### config.mk
export PLATFORM = sky130hd
export DESIGN_NAME = multi_port_median_average_classifier
export DESIGN_NICKNAME = d
export VERILOG_FILES = /design/src/rtl/core/mpmac_pkg.sv /design/src/rtl/core/mpmac_cell.sv /design/src/rtl/core/mpmac_row.sv /design/src/rtl/core/multi_port_median_average_classifier.sv
export SDC_FILE = /design/constraint.sdc
export NUM_CORES = 2
export LEC_CHECK = 0
export CAP_MARGIN = 5
export CORE_UTILIZATION = 45
export CTS_CLUSTER_DIAMETER = 60
export CTS_CLUSTER_SIZE = 25
export DETAILED_ROUTE_END_ITERATION = 6
export DONT_BUFFER_PORTS = 1
export PLACE_DENSITY = 0.63
export SYNTH_ARGS = -nofsm -noshare
export SYNTH_HDL_FRONTEND = slang
export SYNTH_HIERARCHICAL = 1
export SYNTH_SLANG_ARGS = --single-unit
### constraint.sdc
create_clock -name clk -period 28.7 [get_ports clk]
set_input_delay 0 -clock clk [delete_from_list [all_inputs] [get_ports clk]]
set_output_delay 0 -clock clk [all_outputs]
set_load 0.01 [all_outputs]
### src/rtl/core/mpmac_pkg.sv
// Package for the median/average battery classifier.
// Holds sizes, register indexes, state codes and shared types. No dependencies.
package mpmac_pkg;
  localparam int PORTS   = 8;
  localparam int SAMPLES = 32;
  localparam int WINDOW  = 12;
  localparam int PW = 3;               // port field width
  localparam int CW = $clog2(SAMPLES + 1);
  localparam int WPW = $clog2(WINDOW + 1);
  localparam int WIW = (WINDOW > 1) ? $clog2(WINDOW) : 1;
  localparam int WAW = $clog2(PORTS * WINDOW);   // window store address
  localparam int SUMW = 18 + WPW;

  typedef enum logic [2:0] {
    REG_CAL   = 3'd0,
    REG_ABS   = 3'd1,
    REG_FULL  = 3'd2,
    REG_FLOAT = 3'd3,
    REG_FAULT = 3'd4
  } reg_idx_t;

  typedef enum logic [1:0] {
    ST_NONE = 2'd0, ST_CHARGING = 2'd1, ST_FULL = 2'd2, ST_FAULT = 2'd3
  } pstate_t;

  typedef enum logic [2:0] {
    S_IDLE, S_INS, S_SUM, S_DIV, S_OUT
  } fsm_t;

  // control from sequencer to cell row
  typedef struct packed {
    logic        ins;     // insert key this cycle
    logic [11:0] key;
  } cell_ctl_t;
endpackage

### src/rtl/core/mpmac_cell.sv
// One sorting cell of the insertion row.
// Depends on mpmac_pkg.
module mpmac_cell (
  input  logic                 clk,
  input  mpmac_pkg::cell_ctl_t ctl,
  input  logic                 idx_ok,   // this cell holds a live entry
  input  logic                 prv_gt,   // left neighbor > key
  input  logic [11:0]          prv_val,
  output logic                 gt,       // this cell > key
  output logic [11:0]          val
);
  import mpmac_pkg::*;
  assign gt = idx_ok && (val > ctl.key);
  // shift right when left neighbor is larger; place key at the boundary
  always_ff @(posedge clk) begin
    if (ctl.ins && !gt) begin
      if (prv_gt) val <= prv_val;
      else if (!idx_ok) val <= ctl.key;
    end else if (ctl.ins && gt) begin
      val <= prv_gt ? prv_val : ctl.key;
    end
  end
endmodule

### src/rtl/core/mpmac_row.sv
// Row of SAMPLES insertion cells keeping a burst in sorted order.
// Depends on mpmac_pkg, mpmac_cell.
module mpmac_row (
  input  logic                 clk,
  input  mpmac_pkg::cell_ctl_t ctl,
  input  logic [mpmac_pkg::CW-1:0] count,
  output logic [11:0]          median
);
  import mpmac_pkg::*;
  logic [11:0] v [SAMPLES];
  logic        g [SAMPLES];
  for (genvar i = 0; i < SAMPLES; i++) begin : g_cell
    logic ok;
    assign ok = (CW'(i) < count);
    if (i == 0) begin : g_first
      mpmac_cell u_c (.clk, .ctl, .idx_ok(ok), .prv_gt(1'b0), .prv_val(ctl.key),
                      .gt(g[i]), .val(v[i]));
    end else begin : g_rest
      mpmac_cell u_c (.clk, .ctl, .idx_ok(ok), .prv_gt(g[i-1]), .prv_val(v[i-1]),
                      .gt(g[i]), .val(v[i]));
    end
  end
  assign median = v[SAMPLES/2];
endmodule

### src/rtl/core/multi_port_median_average_classifier.sv
// Top level of the median/average battery classifier.
// Depends on mpmac_pkg, mpmac_row.
//
// Usage: samples come in on the s_axis channel, tdata = {pin_mv, port}, tuser = op.
// op 0 inserts one sample into the sorting cell row; every SAMPLES-th
// sample closes the burst: the upper median is scaled by 2*calibration, written
// to the port's window, the window is summed one entry a cycle, divided by 16n
// with a restoring divider (one quotient bit a cycle), classified and handed
// to the m_axis output register.
// The input takes no new sample until the previous one is done, including a
// burst close with its window sum walk and serial divide.
// op 1 clears every full latch and gives no result.
// m_axis tdata = {state_changed, port_state, battery_mv, port_out}.
// When the receiver stalls the result waits in the output register and the
// input side takes no new request until it is taken.
// Reset (rst, synchronous) restores register defaults, empties the windows,
// latches, previous states and burst count. The window store is 96 entries
// with one valid bit per port through the fill pointer; no clearing pass.
// Config: cfg_we/cfg_addr/cfg_wdata; an out-of-band calibration write is ignored.
module multi_port_median_average_classifier (
  input  logic        clk,
  input  logic        rst,
  input  logic        s_axis_tvalid,
  output logic        s_axis_tready,
  input  logic [15:0] s_axis_tdata,   // [2:0] port, [14:3] pin_mv, zero pad
  input  logic        s_axis_tuser,   // [0] op
  output logic        m_axis_tvalid,
  input  logic        m_axis_tready,
  output logic [23:0] m_axis_tdata,   // [2:0] port_out, [16:3] battery_mv,
                                      // [18:17] port_state, [19] state_changed
  input  logic        cfg_we,
  input  logic [2:0]  cfg_addr,
  input  logic [14:0] cfg_wdata
);
  import mpmac_pkg::*;

  logic [14:0] cal;
  logic [13:0] th_abs, th_full, th_float, th_fault;
  always_ff @(posedge clk) begin
    if (rst) begin
      cal <= 15'd16384; th_abs <= 14'd1500; th_full <= 14'd4180;
      th_float <= 14'd4230; th_fault <= 14'd4400;
    end else if (cfg_we) begin
      unique case (cfg_addr)
        REG_CAL:   if (cfg_wdata > 15'd8192) cal <= cfg_wdata;
        REG_ABS:   th_abs <= cfg_wdata[13:0];
        REG_FULL:  th_full <= cfg_wdata[13:0];
        REG_FLOAT: th_float <= cfg_wdata[13:0];
        REG_FAULT: th_fault <= cfg_wdata[13:0];
        default: ;
      endcase
    end
  end

  fsm_t st, st_next;
  logic [CW-1:0] count;
  cell_ctl_t ctl;
  logic [11:0] median;
  logic [PW-1:0] cur_port;

  logic [17:0] win [PORTS*WINDOW];
  logic [WIW-1:0] wptr [PORTS];
  logic [PORTS-1:0] filled, latch;
  logic [1:0] prev [PORTS];

  logic [WPW-1:0] n, si;
  logic [SUMW-1:0] sum;
  logic [17:0] rd;
  logic [SUMW+4:0] rem;
  logic [SUMW+4:0] dvs;
  logic [4:0] bitc;
  logic [SUMW:0] quo;
  logic [13:0] mv;
  logic        out_v;
  logic [23:0] out_d;
  logic        accept;
  logic [11:0] in_pin;
  logic [2:0]  in_port;

  assign in_port = s_axis_tdata[2:0];
  assign in_pin  = s_axis_tdata[14:3];
  assign s_axis_tready = (st == S_IDLE) && !out_v;
  assign accept = s_axis_tvalid && s_axis_tready;
  assign ctl.ins = accept && !s_axis_tuser;
  assign ctl.key = in_pin;

  mpmac_row u_row (.clk, .ctl, .count, .median);

  // scaled median, Q.4
  logic [27:0] prod;
  assign prod = 28'(median) * 28'(cal);
  logic [17:0] scaled;
  assign scaled = 18'((prod + 28'd256) >> 9);

  always_comb begin
    st_next = st;
    unique case (st)
      S_IDLE: if (ctl.ins) st_next = S_INS;
      S_INS:  if (count == CW'(SAMPLES)) begin
                st_next = (32'(cur_port) < PORTS) ? S_SUM : S_IDLE;
              end else st_next = S_IDLE;
      S_SUM:  if (si == n) st_next = S_DIV;
      // last quotient bit is resolved while bitc is 1
      S_DIV:  if (bitc == 5'd1) st_next = S_OUT;
      S_OUT:  st_next = S_IDLE;
      default: st_next = S_IDLE;
    endcase
  end

  always_ff @(posedge clk) begin
    if (rst) st <= S_IDLE; else st <= st_next;
  end

  logic [WIW-1:0] p0, p1;
  always_comb begin
    p0 = wptr[cur_port[PW-1:0]];
    p1 = (32'(p0) + 1 >= WINDOW) ? '0 : WIW'(32'(p0) + 1);
  end

  // window store addresses: port base plus entry
  logic [WAW-1:0] raddr, waddr;
  assign raddr = WAW'(32'(cur_port) * WINDOW + 32'(si));
  assign waddr = WAW'(32'(cur_port) * WINDOW + 32'(p0));

  logic [13:0] mvs;
  logic [1:0] cls;
  logic nl;
  always_comb begin
    mvs = (quo > (SUMW+1)'(16383)) ? 14'd16383 : quo[13:0];
    nl = latch[cur_port];
    if (mvs >= th_fault) cls = ST_FAULT;
    else if (mvs >= th_float || mvs < th_abs) begin cls = ST_NONE; nl = 1'b0; end
    else begin
      if (mvs >= th_full) nl = 1'b1;
      cls = nl ? ST_FULL : ST_CHARGING;
    end
  end

  always_ff @(posedge clk) begin
    rd <= win[raddr];
    if (st == S_INS && count == CW'(SAMPLES) && 32'(cur_port) < PORTS)
      win[waddr] <= scaled;
  end

  always_ff @(posedge clk) begin
    if (rst) begin
      count <= '0; filled <= '0; latch <= '0; out_v <= 1'b0;
      for (int i = 0; i < PORTS; i++) begin wptr[i] <= '0; prev[i] <= ST_NONE; end
    end else begin
      if (out_v && m_axis_tready) out_v <= 1'b0;
      if (accept && s_axis_tuser) latch <= '0;
      if (ctl.ins) begin
        count <= (count == CW'(SAMPLES)) ? CW'(1) : count + CW'(1);
        cur_port <= in_port;
      end
      unique case (st)
        S_INS: if (count == CW'(SAMPLES) && 32'(cur_port) < PORTS) begin
          count <= '0;
          wptr[cur_port] <= p1;
          if (p1 == '0) filled[cur_port] <= 1'b1;
          n <= (filled[cur_port] || p1 == '0) ? WPW'(WINDOW) : WPW'(p1);
          si <= '0; sum <= '0;
        end else if (count == CW'(SAMPLES)) count <= '0;
        S_SUM: begin
          // rd is registered, so it holds the entry of the previous index
          if (si != '0) sum <= sum + SUMW'(rd);
          if (si == n) begin
            rem <= (SUMW+5)'(sum + SUMW'(rd)) + (SUMW+5)'({n, 3'b000});
            dvs <= (SUMW+5)'({n, 4'b0000});
            // the average never reaches 2^14, so 14 quotient bits suffice
            bitc <= 5'd14; quo <= '0;
          end else si <= si + WPW'(1);
        end
        S_DIV: begin
          bitc <= bitc - 5'd1;
          if (rem >= (dvs << (bitc - 5'd1))) begin
            rem <= rem - (dvs << (bitc - 5'd1));
            quo[bitc - 5'd1] <= 1'b1;
          end
        end
        S_OUT: begin
          latch[cur_port] <= nl;
          prev[cur_port] <= cls;
          out_v <= 1'b1;
          out_d <= {4'b0, cls != prev[cur_port], cls, mvs, cur_port};
        end
        default: ;
      endcase
    end
  end

  assign m_axis_tvalid = out_v;
  assign m_axis_tdata  = out_d;
endmodule

# Yosys cells after proc, flatten, opt, wreduce, memory -nomap -nowiden
# Memories as Yosys holds them, arrays and structs flattened. A register that Yosys moved wholly into a read port is not among the register bits.
# Cells that the tools add are included.
word_totals:
  n_memories: 3
  regBits: 413
  mem_bits_rw: 1776
op_classes:
  eq_ne: 36
  n_shift: 1
  multipliers: 2
  bitwise_logic: 3
  mux: 149
  n_lt_le_gt_ge: 46
  addsub: 11
  reduce_logical: 138
memory_table:
  columns: ["name", "words", "width", "rd", "rd_ports_with_merged_regs", "wr", "line_no", "rtl"]
  rows:
  - ["win", 96, 18, 1, 1, 1, "multi_port_median_average_classifier.sv:61", "logic [17:0] win [PORTS*WINDOW];"]
  - ["wptr", 8, 4, 1, 1, 8, "multi_port_median_average_classifier.sv:62", "logic [WIW-1:0] wptr [PORTS];"]
  - ["prev", 8, 2, 1, 1, 8, "multi_port_median_average_classifier.sv:64", "logic [1:0] prev [PORTS];"]
op_table:
  columns: ["operator", "count"]
  rows:
  - ["$mux W12", 83]
  - ["$gt A12 B12 Y1", 17]
  - ["$logic_and A1 B1 Y1", 59]
  - ["$mux W27", 2]
  - ["$pmux W27 S2", 1]
  - ["$lt A4 B6 Y1 const A", 8]
  - ["$mux W23", 2]
  - ["$pmux W23 S2", 1]
  - ["$reduce_and A2 Y1", 23]
  - ["$ne A3 B2 Y1 const B", 15]
  - ["$mux W22", 2]
  - ["$pmux W22 S2", 1]
  - ["$ge A14 B14 Y1", 3]
  - ["$reduce_bool A2 Y1", 20]
  - ["$ge A32 B4 Y1 const B", 1]
  - ["$add A27 B9 Y27 const B", 1]
  - ["$ge A27 B27 Y1", 1]
  - ["$mul A12 B15 Y27", 1]
  - ["$shl A8 B5 Y27", 1]
  - ["$sub A27 B27 Y27", 1]
  - ["$add A23 B7 Y24", 1]
  - ["$lt A3 B6 Y1 const A", 4]
  - ["$mux W1", 24]
  - ["$mux W6", 4]
  - ["53 further kinds", 110]

# Longest topological paths before layout
depth:
  word_depth: 10
  depth_mapped: 22

# Modules after synthesis
# The synthesis kept the hierarchy.
modules_own_cells:
  columns: ["module", "area_per_inst_um2", "n_inst", "cells_each", "seq_area_each_um2"]
  rows:
  - ["multi_port_median_average_classifier", 87458.9, 1, 4952, 59056.6]
  - ["mpmac_cell", 814.5, 17, 85, 360.3]
  - ["mpmac_row", 175.2, 1, 35, 0.0]

# Worst setup path after synthesis
# Ideal clock, no wire load.
synth_path:
  path_type: "reg-to-reg"
  startpoint: "register u_row.g_cell[16].g_rest.u_c.val[8]"
  endpoint: "memory win[0][11], data pin"
  path_stages_with_launch: 20
  n_path_buf: 1
  setup_slack_ps: 19073
  arrival_ps: 8646
  path_cell_list: "edfxtp_1 clkbuf_1 nand2_1 fa_1 inv_1 fa_1 fa_1 fa_1 inv_1 fa_1 inv_1 ha_1 inv_1 nor3_1 a31oi_1 a21boi_0 a31oi_1 nor2_1 o21ai_0 a21boi_0"
synth_via:
  elab_chain_len: 2
synth_lines:
  columns: ["item", "line_no", "rtl"]
  rows:
  - ["start, declared", "mpmac_cell.sv:10", "output logic [11:0] val"]
  - ["start signal, assigned", "mpmac_cell.sv:17", "if (prv_gt) val <= prv_val;"]
  - ["start signal, assigned", "mpmac_cell.sv:18", "else if (!idx_ok) val <= ctl.key;"]
  - ["start signal, assigned", "mpmac_cell.sv:20", "val <= prv_gt ? prv_val : ctl.key;"]
  - ["$mul A12 B15 Y27", "multi_port_median_average_classifier.sv:91", "assign prod = 28'(median) * 28'(cal);"]
  - ["$add A27 B9 Y27", "multi_port_median_average_classifier.sv:93", "assign scaled = 18'((prod + 28'd256) >> 9);"]
  - ["net scaled[11]", "multi_port_median_average_classifier.sv:92", "logic [17:0] scaled;"]
  - ["end, declared", "multi_port_median_average_classifier.sv:61", null]
# The timed path passes the listed nets, and every way through them passes these cells.

# Worst setup path after layout
layout_path:
  startpoint: "register u_row.g_cell[16].g_rest.u_c.val[3]"
  endpoint: "memory win[41][16], data pin"
# Same word-level chain as after synthesis.

==> summary.md <==
| Metric | Value |
|---|---|
| Outcome | `finished clean` |
| Detailed Route WL | `241000 um` |
| Clk sinks | `2210` |
| Core area | `223000 um^2` |
| Worst setup SP type | `register` |
| Fmax | `127 MHz` |
| Kind of critical path | `register to register` |
| Buf+Inv Stages, Crit Path | `5` |
| Cell Count, Final, Fillers Out | `9651` |
| Setup TNS | `0 ns` |
| WP data arrival | `8.36 ns` |
| Die Area | `227000 um^2` |
| Most frequent cells in the layout | `edfxtp_1 (2092), nand2_1 (623), mux4_2 (562), inv_1 (485), ha_1 (410)` |
| TritonRoute pass-1 iters | `6` |
| Slowest CP cell | `edfxtp_1` |
| Area Growth Syn to Fin | `10.3%` |
| Endpoints failing setup | `0` |
| Critical Path Max Stage Delay | `0.70 ns` |
| Max-slew headroom | `9.50%` |
| First-pass GRT wire length | `363000 um` |
| DP HPWL | `144000 um` |
| Max FO, Critical Path | `96` |
| I/O Pins | `66` |
| Worst Tran Pin Value | `1.36 ns` |
| Wire per inst | `25.0 um` |
| Total GRT Usage | `21.3%` |
| Count of input and output buffers | `0` |
| Layout Skew | `0.0621 ns` |
| Clk buf depth | `3` |
| Final hold viol count | `0` |
| Cell breakdown of the critical path | `and2_1 -> fa_1 -> inv_1 -> fa_1 -> fa_1 -> inv_1 -> fa_1 -> inv_1 -> fa_1 -> inv_1 -> ha_1 -> nand4b_1 -> o221ai_1 -> a31oi_1 -> a211oi_1 -> o31a_1 -> nor2_1 -> o21ai_0 -> a21oi_1 -> xnor2_2 -> buf_4` |
| CTS Buf Count | `148` |
| Vias/cell | `5.83` |
| Final critical-path required period | `7.88 ns` |
| Starting Density | `45.5%` |
| DP Cell Count | `9305` |
| Overall Power | `6.57 mW` |
| Die span in y | `477 um` |
| # H-tree levels | `4` |
| Initial antenna violation count | `11` |
| LEAKAGE | `38.6 nW` |
| Critical Path End Type | `register` |
| Largest net degree at the start of global routing | `120` |
| Cell count after synthesis | `6429` |
| Clock slew at reported path FFs | `0.09 ns` |
| Std-Cell Rows | `173` |
| Maximum vdd drop | `0.0463 mV` |
| Hold WS | `0.0132 ns` |
| Via count | `56300` |
| Cell mode on critical path | `fa_1` |
| Buffer count from post-CTS setup fixing | `0` |
| Slew Limit Fails | `0` |
| Vias in the first global route | `56700` |
| Root Buffer | `clkbuf_16` |
| # nets final | `7162` |
| Grt ovf | `0` |
| Clock latency on the worst-skew pair | `0.85 ns` |
| Ys Warns | `6` |
| Die width | `477 um` |
| Required time worst endpoint | `29.17 ns` |
| Final period utilization | `27.5%` |
| Critical path's top delay family | `adder cells` |
| CTS tree | `built` |
| Routability cong. | `0.845` |
| Maxcap violations | `0` |
| Power per Cell Area | `58.7 nW/um^2` |
| Most common cell after layout, fill and taps aside | `edfxtp_1` |
| Drc violations | `0` |
| Design Area, Final | `112000 um^2` |
| First DRT Iteration DRCs | `5387` |
| Post-route ant nets | `0` |
| Mapped cell area | `101000 um^2` |
| Mean post-synth cell area | `15.8 um^2` |
| Area of placed instances | `106000 um^2` |
| Worst hold path type | `input port to register` |
| Unrepaired setup endpoints after global routing | `no` |
| Layout cells sized above 1 | `18.0%` |
## final cells by class
type	count	area (um^2)
diodes	4	10.0
clock buffers	156	3840
clock inverters	105	1380
fillers	18200	111000
inverters	485	1820
multi-input cells	3466	33800
flip-flops and latches	2210	65200
well taps	2975	3720
repair buffers	250	2170
## flip-flops by register name, indices dropped and copies added, names as in the netlist, 15 cells and up, named ones only
name,cells
win,1728
rem,27
m_axis_tdata,20
prev,16
quo,23
rd,18
u_row/g_cell.g_rest.u_c/val,192
sum,22
wptr,32
cal,15
## stage by stage
stage	utilization [%]	worst slack (ns)
global route	50.2	20.33
global placement	47.5	20.93
detailed placement	47.5	20.84
floorplan	-	19.07
finish	50.2	20.82
CTS	50.1	20.81
## where the power goes
group	internal [mW]	total, mW	switching, mW
logic	0.145	0.544	0.398
registers	3.70	3.72	0.0230
clock network	1.10	2.31	1.21
## layer usage
| layer | up-vias | track usage, % | wire (um) |
|---|---|---|---|
| li1 | 24800 | - | - |
| met1 | 29400 | 29.6 | 103000 |
| met2 | 1794 | 34.4 | 116000 |
| met3 | 345 | 3.60 | 16100 |
| met4 | 4 | 6.12 | 6530 |
| met5 | - | 0 | 37 |
## worst paths after layout
| kind | from | end | slack, ns | cells after the start |
|---|---|---|---|---|
| max | u_row/g_cell[16].g_rest.u_c/val[3] | win[41][16] | 20.82 | 21 |
| max reg2reg | u_row/g_cell[16].g_rest.u_c/val[3] | win[41][16] | 20.82 | 21 |
| min reg2reg | latch[1] | latch[1] | 0.46 | 2 |
| min | s_axis_tdata[3] | u_row/g_cell[12].g_rest.u_c/val[11] | 0.01 | 5 |
## worst register-to-register path, cell delays in order, from the launching register on
cell and delay (ns):
edfxtp_1 0.70, and2_1 0.33, fa_1 0.54, inv_1 0.06
fa_1 0.49, fa_1 0.51, inv_1 0.05, fa_1 0.47
inv_1 0.06, fa_1 0.53, inv_1 0.04, ha_1 0.29
nand4b_1 0.11, o221ai_1 0.57, a31oi_1 0.25, a211oi_1 0.37
o31a_1 0.29, nor2_1 0.13, o21ai_0 0.53, a21oi_1 0.22
xnor2_2 0.16, buf_4 0.70
## what timing repair did
action / in CTS / in global routing
gates resized for setup: 0 / 0
hold buffers: 77 / 0
endpoints found under the hold margin: 691 / 0
(Power assumes the default switching activity.)
